==> config.mk <==
export PLATFORM = sky130hd
export DESIGN_NAME = ms_adpcm_block_decoder
export DESIGN_NICKNAME = d
export VERILOG_FILES = /design/src/msadpcm_pkg.sv /design/src/ms_adpcm_block_decoder.sv
export SDC_FILE = /design/constraint.sdc
export NUM_CORES = 1
export LEC_CHECK = 0
export ABC_AREA = 1
export BUFFER_PORTS_ARGS = -buffer_cell sky130_fd_sc_hd__buf_2
export CORE_AREA = 4 4 304 306
export DETAILED_ROUTE_END_ITERATION = 6
export DIE_AREA = 0 0 308 310
export HOLD_SLACK_MARGIN = 0.1
export SYNTH_ARGS = -nofsm -noshare
export SYNTH_HDL_FRONTEND = slang
export SYNTH_SLANG_ARGS = --single-unit
==> constraint.sdc <==
create_clock -name clk -period 15.55 [get_ports clk]
set_input_delay 1.555 -clock clk [delete_from_list [all_inputs] [get_ports clk]]
set_output_delay 1.555 -clock clk [all_outputs]
set_load 0.005 [all_outputs]
==> src/msadpcm_pkg.sv <==
// Shared constants and coefficient tables of the ADPCM block decoder.
// No dependencies.
package msadpcm_pkg;

  localparam int MAX_BLOCK_BYTES_DEF = 4096;
  localparam int MAX_CHANNELS        = 2;

  localparam int ADDR_W = 4;
  localparam int COEF_W = 11;

  localparam logic [1:0] REG_CHANNELS    = 2'd0;
  localparam logic [1:0] REG_BLOCK_ALIGN = 2'd1;
  localparam logic [1:0] REG_FRAMES      = 2'd2;

  localparam logic [1:0]  CHANNELS_RST = 2'd1;
  localparam logic [12:0] ALIGN_RST    = 13'd256;
  localparam logic [13:0] FRAMES_RST   = 14'd500;

  localparam logic [2:0] PRED_MAX = 3'd6;

  function automatic logic signed [COEF_W-1:0] adapt_coef(input logic [3:0] code);
    logic signed [COEF_W-1:0] v;
    unique case (code)
      4'd4, 4'd12:         v = 11'sd307;
      4'd5, 4'd11:         v = 11'sd409;
      4'd6, 4'd10:         v = 11'sd512;
      4'd7, 4'd9:          v = 11'sd614;
      4'd8:                v = 11'sd768;
      default:             v = 11'sd230;
    endcase
    return v;
  endfunction

  function automatic logic signed [COEF_W-1:0] coef_first(input logic [2:0] idx);
    logic signed [COEF_W-1:0] v;
    unique case (idx)
      3'd0:    v = 11'sd256;
      3'd1:    v = 11'sd512;
      3'd2:    v = 11'sd0;
      3'd3:    v = 11'sd192;
      3'd4:    v = 11'sd240;
      3'd5:    v = 11'sd460;
      default: v = 11'sd392;
    endcase
    return v;
  endfunction

  function automatic logic signed [COEF_W-1:0] coef_second(input logic [2:0] idx);
    logic signed [COEF_W-1:0] v;
    unique case (idx)
      3'd0:    v = 11'sd0;
      3'd1:    v = -11'sd256;
      3'd2:    v = 11'sd0;
      3'd3:    v = 11'sd64;
      3'd4:    v = 11'sd0;
      3'd5:    v = -11'sd208;
      default: v = -11'sd232;
    endcase
    return v;
  endfunction

endpackage

==> src/ms_adpcm_block_decoder.sv <==
// MS ADPCM block decoder: byte stream in, 16-bit PCM samples out, APB registers.
// Depends on msadpcm_pkg.
//
//   channel   dir  handshake                   payload
//   byte      in   byte_valid / byte_ready     byte_value
//   sample    out  sample_valid / sample_ready sample, channel_id, last, block_end
//   config    in   APB psel/penable/pwrite     paddr, pwdata -> prdata
//
// A header byte is taken in ST_IDLE; the final header byte moves to ST_SEED, which hands out
// the seeds, two for mono or four for stereo. Each decoded code of a data byte runs ST_MUL0 to
// ST_MUL3 on the one shared 16x11 multiplier that serves predictor, code and step adaption.
// Reset is synchronous; there is no clearing pass.
// A stalled sample output holds the sequencer before it loads the next sample; the final
// sample of a byte waits in the output register while the next byte is accepted.
module ms_adpcm_block_decoder #(
  parameter int MAX_BLOCK_BYTES = msadpcm_pkg::MAX_BLOCK_BYTES_DEF
) (
  input  logic                            clk,
  input  logic                            rst,
  input  logic                            psel,
  input  logic                            penable,
  input  logic                            pwrite,
  input  logic [msadpcm_pkg::ADDR_W-1:0]  paddr,
  input  logic [31:0]                     pwdata,
  output logic [31:0]                     prdata,
  output logic                            pready,
  input  logic                            byte_valid,
  output logic                            byte_ready,
  input  logic [7:0]                      byte_value,
  output logic                            sample_valid,
  input  logic                            sample_ready,
  output logic signed [15:0]              sample,
  output logic                            channel_id,
  output logic                            last,
  output logic                            block_end
);
  import msadpcm_pkg::*;

  localparam int BPW = $clog2(MAX_BLOCK_BYTES);
  localparam logic [13:0] ALIGN_CAP = 14'(MAX_BLOCK_BYTES);

  typedef enum logic [5:0] {
    ST_IDLE = 6'b000001,
    ST_SEED = 6'b000010,
    ST_MUL0 = 6'b000100,
    ST_MUL1 = 6'b001000,
    ST_MUL2 = 6'b010000,
    ST_MUL3 = 6'b100000
  } state_t;

  state_t state;

  logic [1:0]  channels_r;
  logic [12:0] block_align_r;
  logic [13:0] frames_r;

  logic [BPW-1:0]     byte_pos;
  logic [14:0]        samples_emitted;
  logic [2:0]         predictor_index [2];
  logic signed [15:0] step_delta      [2];
  logic signed [15:0] previous_sample [2];
  logic signed [15:0] older_sample    [2];
  logic [7:0]         low_byte_hold;

  logic [1:0]         seed_cnt;
  logic [7:0]         code_byte;
  logic               code_sel;
  logic               chan;
  logic signed [27:0] acc;

  logic        stereo;
  logic [3:0]  hdr;
  logic [14:0] limit;
  logic [13:0] align;
  logic [13:0] pos14;
  logic [13:0] pos_inc;
  logic [BPW-1:0] pos_next;
  logic        in_header;
  logic        in_pred;
  logic        last_hdr;
  logic [3:0]  q;
  logic [1:0]  field;
  logic        hdr_ch;
  logic        in_acc;
  logic        out_free;
  logic        out_load;
  logic        cfg_we;

  logic        seed_last;
  logic        seed_ch;
  logic        seed_older;

  logic [2:0]  pidx;
  logic [3:0]  code;
  logic signed [15:0] mul_x;
  logic signed [COEF_W-1:0] mul_y;
  logic signed [26:0] prod;
  logic signed [27:0] prod_ext;
  logic signed [26:0] delta_shift;
  logic signed [15:0] delta_wrap;
  logic signed [15:0] delta_new;
  logic signed [15:0] sat;
  logic [14:0] se_inc;

  assign pready = 1'b1;
  assign cfg_we = psel && penable && pwrite;

  always_comb begin
    unique case (paddr[3:2])
      REG_CHANNELS:    prdata = {30'd0, channels_r};
      REG_BLOCK_ALIGN: prdata = {19'd0, block_align_r};
      REG_FRAMES:      prdata = {18'd0, frames_r};
      default:         prdata = 32'd0;
    endcase
  end

  assign stereo   = channels_r[1] && (MAX_CHANNELS >= 2);
  assign hdr      = stereo ? 4'd14 : 4'd7;
  assign limit    = stereo ? {frames_r, 1'b0} : {1'b0, frames_r};
  assign align    = ({1'b0, block_align_r} > ALIGN_CAP) ? ALIGN_CAP : {1'b0, block_align_r};
  assign pos14    = 14'(byte_pos);
  assign pos_inc  = pos14 + 14'd1;
  assign pos_next = (pos_inc >= align) ? '0 : pos_inc[BPW-1:0];

  assign in_header = pos14 < {10'd0, hdr};
  assign in_pred   = pos14 < (stereo ? 14'd2 : 14'd1);
  assign last_hdr  = pos14 == {10'd0, hdr - 4'd1};
  assign q         = byte_pos[3:0] - (stereo ? 4'd2 : 4'd1);
  assign field     = stereo ? q[3:2] : q[2:1];
  assign hdr_ch    = stereo ? q[1] : 1'b0;

  assign byte_ready = state == ST_IDLE;
  assign in_acc     = byte_valid && byte_ready;
  assign out_free   = !sample_valid || sample_ready;
  assign out_load   = ((state == ST_SEED) || (state == ST_MUL3)) && out_free;

  assign seed_last  = seed_cnt == (stereo ? 2'd3 : 2'd1);
  assign seed_ch    = stereo ? seed_cnt[0] : 1'b0;
  assign seed_older = stereo ? !seed_cnt[1] : !seed_cnt[0];

  assign pidx = (predictor_index[chan] > PRED_MAX) ? PRED_MAX : predictor_index[chan];
  assign code = code_sel ? code_byte[3:0] : code_byte[7:4];

  always_comb begin
    unique case (state)
      ST_MUL1: begin
        mul_x = older_sample[chan];
        mul_y = coef_second(pidx);
      end
      ST_MUL2: begin
        mul_x = step_delta[chan];
        mul_y = {{(COEF_W-4){code[3]}}, code};
      end
      ST_MUL3: begin
        mul_x = step_delta[chan];
        mul_y = adapt_coef(code);
      end
      default: begin
        mul_x = previous_sample[chan];
        mul_y = coef_first(pidx);
      end
    endcase
  end

  assign prod        = mul_x * mul_y;
  assign prod_ext    = {prod[26], prod};
  assign delta_shift = prod >>> 8;
  assign delta_wrap  = delta_shift[15:0];
  assign delta_new   = (delta_wrap < 16'sd16) ? 16'sd16 : delta_wrap;
  assign se_inc      = samples_emitted + 15'd1;

  always_comb begin
    priority if (acc > 28'sd32767) begin
      sat = 16'sh7fff;
    end else if (acc < -28'sd32768) begin
      sat = 16'sh8000;
    end else begin
      sat = acc[15:0];
    end
  end

  always_ff @(posedge clk) begin
    if (rst) begin
      state           <= ST_IDLE;
      channels_r      <= CHANNELS_RST;
      block_align_r   <= ALIGN_RST;
      frames_r        <= FRAMES_RST;
      byte_pos        <= '0;
      samples_emitted <= '0;
      low_byte_hold   <= '0;
      sample_valid    <= 1'b0;
      seed_cnt        <= '0;
      code_sel        <= 1'b0;
      chan            <= 1'b0;
      for (int i = 0; i < 2; i++) begin
        predictor_index[i] <= '0;
        step_delta[i]      <= '0;
        previous_sample[i] <= '0;
        older_sample[i]    <= '0;
      end
    end else begin
      if (cfg_we) begin
        unique case (paddr[3:2])
          REG_CHANNELS:    channels_r    <= pwdata[1:0];
          REG_BLOCK_ALIGN: block_align_r <= pwdata[12:0];
          REG_FRAMES:      frames_r      <= pwdata[13:0];
          default:         ;
        endcase
      end

      if (out_load) begin
        sample_valid <= 1'b1;
      end else if (sample_ready) begin
        sample_valid <= 1'b0;
      end

      unique case (state)
        ST_IDLE: begin
          if (in_acc) begin
            byte_pos <= pos_next;
            if (in_header) begin
              if (pos14 == 14'd0) begin
                samples_emitted <= '0;
              end
              if (in_pred) begin
                predictor_index[byte_pos[0]] <=
                  (byte_value > 8'd6) ? PRED_MAX : byte_value[2:0];
              end else if (!q[0]) begin
                low_byte_hold <= byte_value;
              end else begin
                unique case (field)
                  2'd0:    step_delta[hdr_ch]      <= {byte_value, low_byte_hold};
                  2'd1:    previous_sample[hdr_ch] <= {byte_value, low_byte_hold};
                  default: older_sample[hdr_ch]    <= {byte_value, low_byte_hold};
                endcase
              end
              if (last_hdr) begin
                samples_emitted <= stereo ? 15'd4 : 15'd2;
                seed_cnt        <= '0;
                state           <= ST_SEED;
              end
            end else begin
              code_byte <= byte_value;
              code_sel  <= 1'b0;
              if (samples_emitted < limit) begin
                chan  <= stereo ? samples_emitted[0] : 1'b0;
                state <= ST_MUL0;
              end
            end
          end
        end
        ST_SEED: begin
          if (out_free) begin
            sample       <= seed_older ? older_sample[seed_ch] : previous_sample[seed_ch];
            channel_id   <= seed_ch;
            last         <= seed_last;
            block_end    <= seed_last && (limit <= (stereo ? 15'd4 : 15'd2));
            seed_cnt     <= seed_cnt + 2'd1;
            if (seed_last) begin
              state <= ST_IDLE;
            end
          end
        end
        ST_MUL0: begin
          acc   <= prod_ext;
          state <= ST_MUL1;
        end
        ST_MUL1: begin
          acc   <= acc + prod_ext;
          state <= ST_MUL2;
        end
        ST_MUL2: begin
          acc   <= (acc >>> 8) + prod_ext;
          state <= ST_MUL3;
        end
        ST_MUL3: begin
          if (out_free) begin
            sample                <= sat;
            channel_id            <= chan;
            last                  <= code_sel || (se_inc == limit);
            block_end             <= se_inc == limit;
            step_delta[chan]      <= delta_new;
            older_sample[chan]    <= previous_sample[chan];
            previous_sample[chan] <= sat;
            samples_emitted       <= se_inc;
            if (!code_sel && (se_inc < limit)) begin
              code_sel <= 1'b1;
              chan     <= stereo ? se_inc[0] : 1'b0;
              state    <= ST_MUL0;
            end else begin
              state <= ST_IDLE;
            end
          end
        end
        default: state <= ST_IDLE;
      endcase
    end
  end

endmodule

### Word level (Yosys, flattened, before mapping)

Memories as Yosys holds them, arrays and structs flattened. A register that Yosys moved wholly into a read port is not among the register bits.
Cells that the tools add are included.

| cells by class | value |
|---|---|
| magnitude comparators | 12 |
| bitwise operators | 4 |
| multiply operators | 1 |
| add/sub/neg operators | 7 |
| mux-type cells | 137 |
| equal/unequal tests | 29 |
| reductions and logical operators | 45 |

Operator list:

| operator | count |
|---|---|
| $mux W16 | 12 |
| $reduce_or A16 Y1 | 6 |
| $mux W15 | 6 |
| $pmux W28 S3 | 1 |
| $mux W1 | 80 |
| $pmux W16 S2 | 2 |
| $pmux W10 S6 | 1 |
| $pmux W11 S4 | 1 |
| $mux W6 | 7 |
| $pmux W14 S3 | 1 |
| $pmux W6 S6 | 1 |
| $pmux W11 S3 | 1 |
| $lt A15 B15 Y1 | 2 |
| $pmux W15 S2 | 1 |
| $add A20 B27 Y28 | 1 |
| $add A28 B27 Y28 | 1 |
| $gt A28 B16 Y1 const B | 1 |
| $lt A28 B16 Y1 const B | 1 |
| $mul A16 B11 Y27 | 1 |
| $reduce_and A5 Y1 | 4 |
| $lt A16 B6 Y1 const B | 1 |
| $mux W2 | 8 |
| $add A15 B1 Y15 const B | 1 |
| $eq A15 B15 Y1 | 1 |
| other kinds (48) | 93 |

| word-level totals | value |
|---|---|
| memories | 5 |
| memory bits (writable) | 102 |
| output and inout bits | 54 |
| input bits | 51 |
| memory bits (read-only) | 160 |
| word-level logic and storage cells | 257 |
| register bits after elaboration | 130 |

Memories:

| name | depth | bits a word | rd ports | clocked after memory_dff | write ports | RTL line | source |
|---|---|---|---|---|---|---|---|
| (name not given) | 16 | 10 | 1 | 0 | 0 | msadpcm_pkg.sv:23 | `unique case (code)` |
| older_sample | 2 | 16 | 2 | 1 | 2 | ms_adpcm_block_decoder.sv:62 | `logic signed [15:0] older_sample [2];` |
| previous_sample | 2 | 16 | 2 | 1 | 2 | ms_adpcm_block_decoder.sv:61 | `logic signed [15:0] previous_sample [2];` |
| step_delta | 2 | 16 | 1 | 1 | 2 | ms_adpcm_block_decoder.sv:60 | `logic signed [15:0] step_delta [2];` |
| predictor_index | 2 | 3 | 1 | 1 | 2 | ms_adpcm_block_decoder.sv:59 | `logic [2:0] predictor_index [2];` |

### Depth between registers and ports, before layout

Gate-level depths: netlist (run 1).

| depth | value |
|---|---|
| word-level depth | 16 |
| depth in mapped cells | 51 |
| mapped depth without buffers | 51 |

### Worst setup path before layout (run 1)

No wires, ideal clock.

| path | value |
|---|---|
| kind | flip-flop to flip-flop |
| start | register code_sel |
| end | register acc[25], data pin |
| required time | 15.297 ns |
| path slack | 7.933 ns |
| clock period less this slack | 7.617 ns |
| arrival time | 7.364 ns |
| setup time | 0.253 ns |
| path buffers | 0 |
| stages on the path, launching flop included | 40 |
| cell sequence | dfxtp_1 -> inv_2 -> or2_2 -> o21ai_0 -> inv_1 -> ha_1 -> o31ai_1 -> nand3_1 -> nand2_1 -> inv_2 -> nand2_1 -> fa_1 -> fa_1 -> inv_1 -> fa_1 -> fa_1 -> inv_1 -> fa_1 -> [... 4 more ...] -> a21oi_1 -> nand2_1 -> a21oi_1 -> o21ai_1 -> xnor2_1 -> inv_1 -> ha_1 -> nand2_1 -> nor2_1 -> nand2_1 -> o311ai_0 -> nand2_1 -> nand3_2 -> nand2_1 -> nand2_1 -> nand2_1 -> nand3_1 -> nand2_1 |

| on the way | value |
|---|---|
| longest elaborated chain between the ends | 6 |
| elaborated cells between the ends (all ways) | 7 |
| those cells by class | 2 x add/sub; 1 x mul; 3 x mux; 1 x memory |

RTL lines:

| what | RTL line | source |
|---|---|---|
| from (decl) | ms_adpcm_block_decoder.sv:67 | `logic code_sel;` |
| from (signal assigned) | ms_adpcm_block_decoder.sv:193 | `code_sel <= 1'b0;` |
| from (signal assigned) | ms_adpcm_block_decoder.sv:244 | `code_sel <= 1'b0;` |
| from (signal assigned) | ms_adpcm_block_decoder.sv:287 | `code_sel <= 1'b1;` |
| $mux W4 * | ms_adpcm_block_decoder.sv:142 | `assign code = code_sel ? code_byte[3:0] : code_byte[7:4];` |
| $mem_v2 Z16 W10 | - |  |
| $pmux W11 S3 * | ms_adpcm_block_decoder.sv:145 | `unique case (state)` |
| $mul A16 B11 Y27 * | ms_adpcm_block_decoder.sv:165 | `assign prod = mul_x * mul_y;` |
| $add A28 B27 Y28 / $add A20 B27 Y28 (equally long branches) | ms_adpcm_block_decoder.sv:269, ms_adpcm_block_decoder.sv:273 |  |
| $pmux W28 S3 * | ms_adpcm_block_decoder.sv:217 | `unique case (state)` |
| to (signal assigned) | ms_adpcm_block_decoder.sv:265 | `acc <= prod_ext;` |
| to (signal assigned) | ms_adpcm_block_decoder.sv:269 | `acc <= acc + prod_ext;` |
| to (signal assigned) | ms_adpcm_block_decoder.sv:273 | `acc <= (acc >>> 8) + prod_ext;` |
| to (decl) | ms_adpcm_block_decoder.sv:69 | `logic signed [27:0] acc;` |

Every way passes the cells marked *; elsewhere a longest branch is shown, timed or not.
A chain may end at the register's enable or synchronous reset.

### Worst setup path after layout (run 1)

| path | value |
|---|---|
| start | register state[1] |
| end | register acc[25], data pin |

| on the way | value |
|---|---|
| longest elaborated chain between the ends | 6 |
| elaborated cells between the ends (all ways) | 11 |
| those cells by class | 2 x add/sub; 1 x mul; 4 x eq/ne; 3 x mux; 1 x reduce/logical |

RTL lines:

| what | RTL line | source |
|---|---|---|
| from (decl) | ms_adpcm_block_decoder.sv:51 | `state_t state;` |
| from (signal assigned) | ms_adpcm_block_decoder.sv:184 | `state <= ST_IDLE;` |
| from (signal assigned) | ms_adpcm_block_decoder.sv:240 | `state <= ST_SEED;` |
| from (signal assigned) | ms_adpcm_block_decoder.sv:247 | `state <= ST_MUL0;` |
| $eq A6 B6 Y1 / $eq A6 B5 Y1 (equally long branches) | ms_adpcm_block_decoder.sv:145, ms_adpcm_block_decoder.sv:217 |  |
| $reduce_or A2 Y1 (no line) | - |  |
| $pmux W16 S2 | ms_adpcm_block_decoder.sv:145 |  |
| $mul A16 B11 Y27 | ms_adpcm_block_decoder.sv:165 |  |
| $add A28 B27 Y28 / $add A20 B27 Y28 (equally long branches) | ms_adpcm_block_decoder.sv:269, ms_adpcm_block_decoder.sv:273 |  |
| $pmux W28 S3 * | ms_adpcm_block_decoder.sv:217 |  |

Marked as above.

==> results of run 1 <==
-- layout by cell type, fill, tap and decap left out, types with 10 or more instances in the layout --
master / netlist / layout
clkbuf_16: 0 / 27
nand3_1: 79 / 79
nand2_1: 663 / 663
fa_1: 165 / 165
dfxtp_1: 76 / 75
conb_1: 2 / 19
o31ai_1: 10 / 10
nand4_1: 37 / 37
edfxtp_1: 157 / 157
xor2_1: 36 / 36
a21oi_1: 173 / 171
o21ai_0: 218 / 218
o22ai_1: 10 / 10
o21ai_1: 17 / 17
o211ai_1: 11 / 11
a22oi_1: 15 / 15
nor2_1: 299 / 299
o21ai_2: 16 / 16
ha_1: 136 / 136
nor3_1: 18 / 18
inv_2: 20 / 20
inv_1: 533 / 533
xnor2_1: 21 / 21
buf_2: 20 / 65
a21oi_2: 10 / 12
buf_4: 27 / 16
-- per-layer routing --
| metal | up-vias | routed length (um) | share of wire, % | global-route usage, % |
|---|---|---|---|---|
| li1 | 9364 | - | - | - |
| met1 | 9128 | 29400 | 44 | 18.8 |
| met2 | 677 | 29700 | 45 | 21.8 |
| met3 | 72 | 5880 | 8.9 | 2.70 |
| met4 | 0 | 1370 | 2.1 | 3.06 |
| met5 | - | 0 | 0 | 0 |
-- flip-flops by register name (all words and copies together), names as in the netlist, 2 cells and up, named ones only --
signal,cells
step_delta,32
sample,16
frames_r,14
channels_r,2
low_byte_hold,8
predictor_index,6
state,6
seed_cnt,2
previous_sample,32
older_sample,32
code_byte,8
byte_pos,12
block_align_r,13
acc,28
samples_emitted,15
-- worst register-to-register path: cells and delay by family (launching register included) --
family	cells	cell delay (ns)
fa+ha+maj	7	3.36
compound gates	4	1.20
flops	1	0.43
buf+inv	10	1.74
simple gates	21	2.89
xor+xnor	1	0.34
-- final cells by class --
| class | instances | area (um2) |
|---|---|---|
| Antenna cell | 1 | 2.50 |
| Inverter | 559 | 2100 |
| Clock inverter | 21 | 218 |
| Timing Repair Buffer | 81 | 445 |
| Fill cell | 9762 | 65000 |
| Tap cell | 1176 | 1470 |
| Clock buffer | 28 | 689 |
| Multi-Input combinational cell | 2058 | 13400 |
| Sequential cell | 233 | 6240 |
-- Yosys cell counts (27+ instances only) --
cell type,instances,area (um2)
nand2_1,663,2490
inv_1,533,2000
nor2_1,299,1120
o21ai_0,218,1090
a21oi_1,173,866
fa_1,165,3300
edfxtp_1,157,4710
ha_1,136,1700
nand3_1,79,395
dfxtp_1,76,1520
clkbuf_1,56,210
nand4_1,37,231
xor2_1,36,315
buf_4,27,203
-- stage by stage --
stage	util (%)	total power, mW
6_report	27.4	2.45
5_1_grt	27.4	2.64
4_1_cts	27.4	2.46
3_5_place_dp	26.4	1.79
3_3_place_gp	26.4	1.79
2_1_floorplan	-	1.51
-- power by group through the flow --
stage          clock network (mW)  logic, mW  registers, mW
2_1_floorplan                   0      0.799          0.716
3_3_place_gp                    0       1.07          0.719
3_5_place_dp                    0       1.07          0.720
4_1_cts                     0.671       1.08          0.706
5_1_grt                     0.693       1.24          0.708
6_report                    0.661       1.09          0.707
-- worst max-delay path by stage --
stage               slack [ns]      from  depth (start not counted)  endpoint
finish                    5.34  state[1]                         43   acc[25]
global route              4.57  state[1]                         43   acc[25]
CTS                       5.38  state[1]                         43   acc[25]
detailed placement        5.45  state[1]                         43   acc[25]
global placement          5.47  state[1]                         43   acc[25]
floorplan                 7.93  code_sel                         39   acc[25]
-- cell families after synthesis --
| family | after synthesis | share of synthesized area [%] |
|---|---|---|
| compound gates | 523 | 13.2 |
| fa+ha+maj | 301 | 22.5 |
| mux | 1 | 0.0451 |
| flops | 233 | 28.1 |
| xor+xnor | 57 | 2.25 |
| other cells | 2 | 0.0338 |
| simple gates | 1157 | 21.9 |
| buf+inv | 669 | 12.0 |
==> impl_metrics.toml, run 1 <==
[status]
outcome = "complete, no violations"

[min_path]
hold_path_class = "reg2reg"
min_path_cells = 2
worstHoldStart = "byte_pos[5]"
whs_endpoint = "byte_pos[5]"

[sta]
timing.hold.ws_ns = 0.495
hold_violations = 0
period_needed_ns = 10.21
setup_viol = 0
post-route-period-util_pct = 65.7
max_freq_mhz = 97.9
fin_skew_ns = 0.0169
slew_violations = 0
relSlewSlack_pct = 26.8
setup_tns_ns = 0
fin_ws_ns = 5.34
rsz0062_at_grt = "no"
tightest_slew_ns = 1.09

[clocking]
cts_hold_buf = 0
root_buffer = "clkbuf_16"
cts_buffers = 27
postCtsSetupRepairBufs = 0
clkLatencyLatePin_ns = 0.55
ctsResizeCount = 0
path_clk_slew_ns = 0.06
cts_tree = "built"
clkSinkCount = 233
htree_levels = 1
cts_buffer_depth = 3

[global_route]
gr-total-overflow = 0
antenna_found_initial = 1
grt_pass1_vias = 18449
grt_first_pass_wirelength_um = 102000
track_usage_pct = 13.5
grt_max_degree = 82

[placed_design]
gp_congestion = 0.902
placed_cells = 4107
dp_slack_ns = 5.45
post_dp_cell_area_um2 = 23600
dp_hpwl_um = 51200
port_buffers = 65

[power]
powerDensity_nw_per_um2 = 99.9
switching_share_pct = 41.0
p_int_mw = 1.45
leakage_nw = 11.4
p_comb_share_pct = 44.2
seqPwrFrac_pct = 28.8
clock_power_share_pct = 27.0
power_switching_mw = 1.00
max-vdd-ir-drop_v = 0.0000714

[cells_and_area]
fin_area_um2 = 24600
drive_above_1_share_pct = 7.25
nets = 3312
fin_cells = 4157
area_delta_synth_final_pct = 10.6

[critical_path]
worstSetupPathType = "reg2reg"
reg2reg_depth = 43
slowest_stage = "o311ai_0"
critPathBufInv = 10
critPathMaxStageDelay_ns = 0.71
r2r_end = "acc[25]"
r2r_start = "state[1]"
critPathTopFamily = "adder cells"
ff2ff_setup_slack_ns = 5.34
critPathMaxFanout = 32
end_kind = "register"
arrival_ns = 10.50
critPathRequiredTime_ns = 15.84
worstSetupStartpointType = "register"
path_common_cell = "nand2_1"

[detailed_routing]
vias = 19241
wl_per_cell_um = 16.0
wirelength_um = 66400
drt-initial-drc-count = 1782
vias_per_cell = 4.63
drt-pass1-iter-count = 7
post-route-drc-count = 0
ant_nets = 0

[yosys]
ys.flop_type = "edfxtp_1"
syn_area_per_cell_um2 = 7.55
syn_inst = 2943
syn_area_um2 = 22200
synth_edf_count = 157
yosysWarnings = 0
synth.yosys.seq_area_share_pct = 28.1
ys_types = 62
ys_ff_latch = 233
async_flop_share_pct = 0

[floorplanning]
die_w_um = 308
rows = 110
die_h_um = 310
core_um2 = 89600
start_util_pct = 24.8
die_area_um2 = 95500
pin_count = 105

[run]
timing.max_cap.violations = 0
Power figures use the tool's default switching activity.
==> run 2: changes to the inputs <==
Settings changed: ABC_AREA 1 to 0, CORE_AREA 4 4 304 306 to 4 4 298 300, DIE_AREA 0 0 308 310 to 0 0 302 304.
Clock period 15.55 ns to 8.7 ns, I/O delays scaled along.
==> run 2 against run 1 <==
Global-route usage grew 0.66 points. Wire length rose by 1.8%. Hold slack lost 0.017 ns. Synthesized cell count decreased by 19%. First-iteration DRC count shrank 23%. Non-clock buffer count rose by 314. Clock-buffer cell count increased by 2. Clock skew increased by 0.010 ns. Largest power group unchanged. Highest routed layer is now met5.
==> impl_metrics.toml, run 2 <==
[clocking]
cts_buffers = 24
clkSinkCount = 233
root_buffer = "clkbuf_16"
htree_levels = 1
path_clk_slew_ns = 0.07
cts_hold_buf = 0
cts_tree = "built"
cts_buffer_depth = 3
clkLatencyLatePin_ns = 0.55

[min_path]
hold_path_class = "reg2reg"
min_path_cells = 2

[yosys]
ys_ff_latch = 233
synth.yosys.seq_area_share_pct = 29.1
yosysWarnings = 0
syn_inst = 2370
synthTopCellsByArea = "edfxtp_1, fa_1, ha_1, dfxtp_1, nand2_1"
synth_top_cell_area_share_pct = 22.0
ys_types = 85
yosys.area.top_type = "edfxtp_1"
yosys-top-cells-count = "nand2_1, inv_1, nor2_1, fa_1, edfxtp_1"
ys.flop_type = "edfxtp_1"
syn_area_per_cell_um2 = 9.04
syn_area_um2 = 21400
async_flop_share_pct = 0
yosys.cell_count.top_type = "nand2_1"
synth_edf_count = 157

[floorplanning]
core_um2 = 86200
die_area_um2 = 91800
start_util_pct = 24.8
rows = 108
die_w_um = 302
pin_count = 105
die_h_um = 304

[global_route]
grt_first_pass_wirelength_um = 103000
antenna_found_initial = 1
grt_pass1_vias = 18163
grt_max_degree = 79
track_usage_pct = 14.2
gr-total-overflow = 0

[sta]
setup_viol = 0
rsz0062_at_grt = "yes"
fin_ws_ns = 0.189
max_freq_mhz = 117
relSlewSlack_pct = 23.0
hold_violations = 0
slew_violations = 0
post-route-period-util_pct = 97.8
setup_tns_ns = 0
fin_skew_ns = 0.0273
period_needed_ns = 8.51
tightest_slew_ns = 1.15

[detailed_routing]
ant_nets = 0
drt-initial-drc-count = 1374
drt-pass1-iter-count = 5
wl_per_cell_um = 17.4
post-route-drc-count = 0
vias = 18486
vias_per_cell = 4.77
wirelength_um = 67600

[critical_path]
arrival_ns = 8.78
path_depth = 40
critPathTopFamily = "adder cells"
end_kind = "register"
critPathMaxFanout = 6
critPathMaxStageDelay_ns = 0.54
critPathBufInv = 9
slowest_stage = "or4_4"
reg2reg_depth = 40
worstSetupPathType = "reg2reg"
critPathRequiredTime_ns = 8.97
worstSetupStartpointType = "register"
ff2ff_setup_slack_ns = 0.19

[cells_and_area]
antenna_cells = 0
reg_top3 = "older_sample: 32 flops, previous_sample: 32 flops, step_delta: 32 flops"
area_delta_synth_final_pct = 27.4
drive_above_1_share_pct = 24.1
fillCellCount = 8925
nets = 3052
utilization_pct = 31.7
fin_area_um2 = 27300
final_common_cell = "nand2_1"
most-common-layout-cells = "nand2_1, buf_4, inv_1"

[placed_design]
port_buffers = 65
gp_congestion = 0.893
dp_hpwl_um = 52100
dp_slack_ns = -0.426
post_dp_cell_area_um2 = 25100

[power]
max-vdd-ir-drop_v = 0.000241
powerDensity_nw_per_um2 = 266
leakage_nw = 11.6

[run]
timing.max_cap.violations = 0

[status]
outcome = "complete, no violations"
[run 2: kinds of logic (layout without fill, tap and decap cells)]
kind of cell	after synthesis	count (layout)	synth area share [%]
simple gates	855	855	18.6
compound gates	435	435	13.0
buf+inv	356	686	6.57
fa+ha+maj	302	302	23.4
flops	233	233	29.1
mux	113	113	6.27
xor+xnor	74	74	3.03
other cells	2	19	0.0351
[run 2: worst reg2reg max path: cells and delay by family (launching register included)]
kind / cells / cell delay (ns)
xor+xnor: 2 / 0.23
compound gates: 13 / 1.89
buf+inv: 9 / 1.08
mux: 2 / 0.64
flops: 1 / 0.32
simple gates: 7 / 1.14
fa+ha+maj: 7 / 2.95
[run 2: worst paths after layout]
kind | end | start
setup / recovery | acc[26] | state[3]
hold / removal | block_align_r[0] | block_align_r[0]
setup reg to reg | acc[26] | state[3]
hold reg to reg | block_align_r[0] | block_align_r[0]
[run 2: metrics by stage]
step	total power, mW	instances	hold WS [ns]
floorplan	3.77	2387	0.444
global placement	5.46	3790	0.460
detailed placement	5.48	3790	0.466
CTS	6.87	3851	0.476
global route	7.76	3872	0.501
finish	7.27	3872	0.478
[run 2: layer usage]
| metal | GRT usage [%] | vias to the layer above | wire length [um] | part of all wire [%] |
|---|---|---|---|---|
| li1 | - | 8741 | - | - |
| met2 | 22.7 | 631 | 30700 | 45 |
| met1 | 19.8 | 8993 | 29800 | 44 |
| met3 | 2.31 | 119 | 5050 | 7.5 |
| met4 | 3.95 | 2 | 1970 | 2.9 |
| met5 | 0 | - | 13 | 0.019 |
[run 2: power breakdown]
group	switching (mW)	internal [mW]	total (mW)
registers	0.0286	1.28	1.31
logic	2.60	2.30	4.90
clock network	0.464	0.604	1.07
total	3.09	4.18	7.27
[run 2: area by class of cell]
class,count,area [um2],share of cell area (%)
timing repair buffer,395,3030,11.1
sequential,233,6250,22.9
multi-input combinational,1798,14900,54.4
inverter,248,931,3.41
clock inverter,13,129,0.472
clock buffer,30,666,2.44
tap,1155,1450,5.29
[run 2: timing repair]
item / in CTS / in global routing
setup endpoints to repair: 8 / 15
gates resized for setup: 72 / 165
pin swaps: 44 / 114
cloned: 0 / 3
buffers inserted: 19 / 20
hold endpoints to repair: 0 / 0
==> run 3: changes to the inputs <==
Settings changed: ABC_AREA 0 to 1, CORE_AREA 4 4 298 300 to 4 4 304 306, DIE_AREA 0 0 302 304 to 0 0 308 310.
==> run 3 against run 2 <==
Design area decreased by 7.2%. Critical path type unchanged. Register-to-register slack improved by 0.36 ns. Sequential share of layout area increased by 1.8 points. Highest routed layer is now met4. Clock-buffer cell count increased by 8. Critical path depth unchanged. Clock skew decreased by 0.011 ns. Sequential power decreased by 4%. Combinational power decreased by 56%. Largest cell class unchanged. Hold slack got worse by 0.017 ns. Clock power increased by 7%.
==> impl_metrics.toml, run 3 (same netlist as run 1, synthesis figures left out) <==
[sta]
post-route-period-util_pct = 93.6
slew_violations = 0
setup_tns_ns = 0
hold_violations = 0
fin_ws_ns = 0.553
setup_viol = 0
fin_skew_ns = 0.0161
tightest_slew_ns = 1.08
period_needed_ns = 8.15
rsz0062_at_grt = "no"
max_freq_mhz = 123
relSlewSlack_pct = 27.3

[global_route]
grt_pass1_vias = 18618
gr-total-overflow = 0
grt_first_pass_wirelength_um = 104000
track_usage_pct = 13.8
antenna_found_initial = 1
grt_max_degree = 78

[power]
clock_power_share_pct = 25.0
p_int_mw = 2.72
power_switching_mw = 1.84
switching_share_pct = 40.3
seqPwrFrac_pct = 27.8
powerDensity_nw_per_um2 = 180
max-vdd-ir-drop_v = 0.000111
p_comb_share_pct = 47.3
leakage_nw = 11.8

[clocking]
path_clk_slew_ns = 0.07
cts_buffers = 27
cts_buffer_depth = 3
htree_levels = 1
cts_tree = "built"
root_buffer = "clkbuf_16"
clkSinkCount = 233
clkLatencyLatePin_ns = 0.56

[critical_path]
worstSetupPathType = "reg2reg"
arrival_ns = 8.46
end_kind = "register"
path_common_cell = "nand2_1"
reg2reg_depth = 40
slowest_stage = "fa_1"
critPathRequiredTime_ns = 9.01
critPathMaxStageDelay_ns = 0.57
worstSetupStartpointType = "register"
critPathMaxFanout = 77

[cells_and_area]
reg_top3 = "older_sample: 32 flops, previous_sample: 32 flops, step_delta: 32 flops"
nets = 3397
fillCellCount = 9718
area_delta_synth_final_pct = 14.0
antenna_cells = 0
fin_cells = 4242
drive_above_1_share_pct = 10.2
final_common_cell = "nand2_1"
most-common-layout-cells = "nand2_1, inv_1, nor2_1"
seq_area_um2 = 6240
multi_input_area_um2 = 13500

[placed_design]
dp_slack_ns = 0.197
gp_congestion = 0.944
placed_cells = 4180
dp_hpwl_um = 52800
port_buffers = 65

[floorplanning]
start_util_pct = 24.8
rows = 110
die_h_um = 310
core_um2 = 89600
pin_count = 105
die_w_um = 308
die_area_um2 = 95500

[detailed_routing]
wl_per_cell_um = 15.9
ant_nets = 0
drt-pass1-iter-count = 5
post-route-drc-count = 0
drt-initial-drc-count = 1748
wirelength_um = 67600
vias = 19651
vias_per_cell = 4.63

[run]
timing.max_cap.violations = 0

[min_path]
hold_path_class = "reg2reg"
min_path_cells = 2

[status]
outcome = "complete, no violations"
[run 3: cell count changes in the layout (fill, tap and decap cells not counted), moves of 23 or more]
| cell | previous run | this run |
|---|---|---|
| nand3_1 | 35 | 79 |
| nand2_1 | 313 | 661 |
| o21a_1 | 38 | 1 |
| o21ai_0 | 103 | 216 |
| mux2i_1 | 85 | 1 |
| buf_4 | 296 | 94 |
| nor2_1 | 220 | 299 |
| nand2b_1 | 30 | 0 |
| a21oi_1 | 86 | 169 |
| and3_1 | 37 | 2 |
| nor2b_1 | 35 | 0 |
| buf_6 | 24 | 1 |
| inv_1 | 230 | 530 |
[run 3: final cells by class]
type | instances | share of cell area [%]
Inverter | 559 | 8.37
Sequential cell | 233 | 24.6
Clock inverter | 12 | 0.420
Timing Repair Buffer | 165 | 4.53
Clock buffer | 38 | 3.03
Timing Repair inverter | 1 | 0.0346
Tap cell | 1176 | 5.81
Multi-Input combinational cell | 2058 | 53.2
[run 3: what timing repair did]
action / 4_1_cts / 5_1_grt
hold buffers: 0 / 0
setup endpoints to repair: 0 / 11
setup buffers: 0 / 10
gates resized for setup: 0 / 37
[run 3: path summary, 6_finish.rpt]
path	start	to	slack (ns)
setup / recovery	register	acc[26]	0.55
hold / removal	channels_r[0]	channels_r[0]	0.46
setup reg to reg	register	acc[26]	0.55
hold reg to reg	channels_r[0]	channels_r[0]	0.46
[run 3: critical path, delay by kind of cell, from the launching register on]
family | cells | cell delay (ns)
buf+inv | 8 | 0.89
xor+xnor | 1 | 0.18
simple gates | 19 | 1.89
compound gates | 5 | 1.24
flops | 1 | 0.43
fa+ha+maj | 7 | 3.25
[run 3: power by group through the flow]
stage | Combinational (mW) | Clock (mW) | Sequential, mW
finish | 2.15 | 1.14 | 1.26
global route | 2.44 | 1.19 | 1.27
detailed placement | 2.11 | 0 | 1.29
CTS | 2.13 | 1.15 | 1.26
global placement | 2.11 | 0 | 1.29
floorplan | 1.43 | 0 | 1.28
[run 3: layer usage]
metal	track usage (%)	wire length [um]	part of all wire (%)	vias up
met5	0	0	0	-
met4	2.14	1030	1.5	0
met3	1.46	4980	7.4	59
met2	23.0	31000	46	686
met1	19.7	30600	45	9362
li1	-	-	-	9544
[run 3: stage by stage]
step                      area (um2)  total power, mW  util [%]  hold WS [ns]
after CTS                      25100             4.55      28.0         0.461
final                          25300             4.55      28.3         0.461
after global routing           25300             4.90      28.3         0.503
after global placement         24200             3.39      27.0         0.439
after detailed placement       24200             3.40      27.0         0.445
after floorplan                22300             2.71         -         0.429
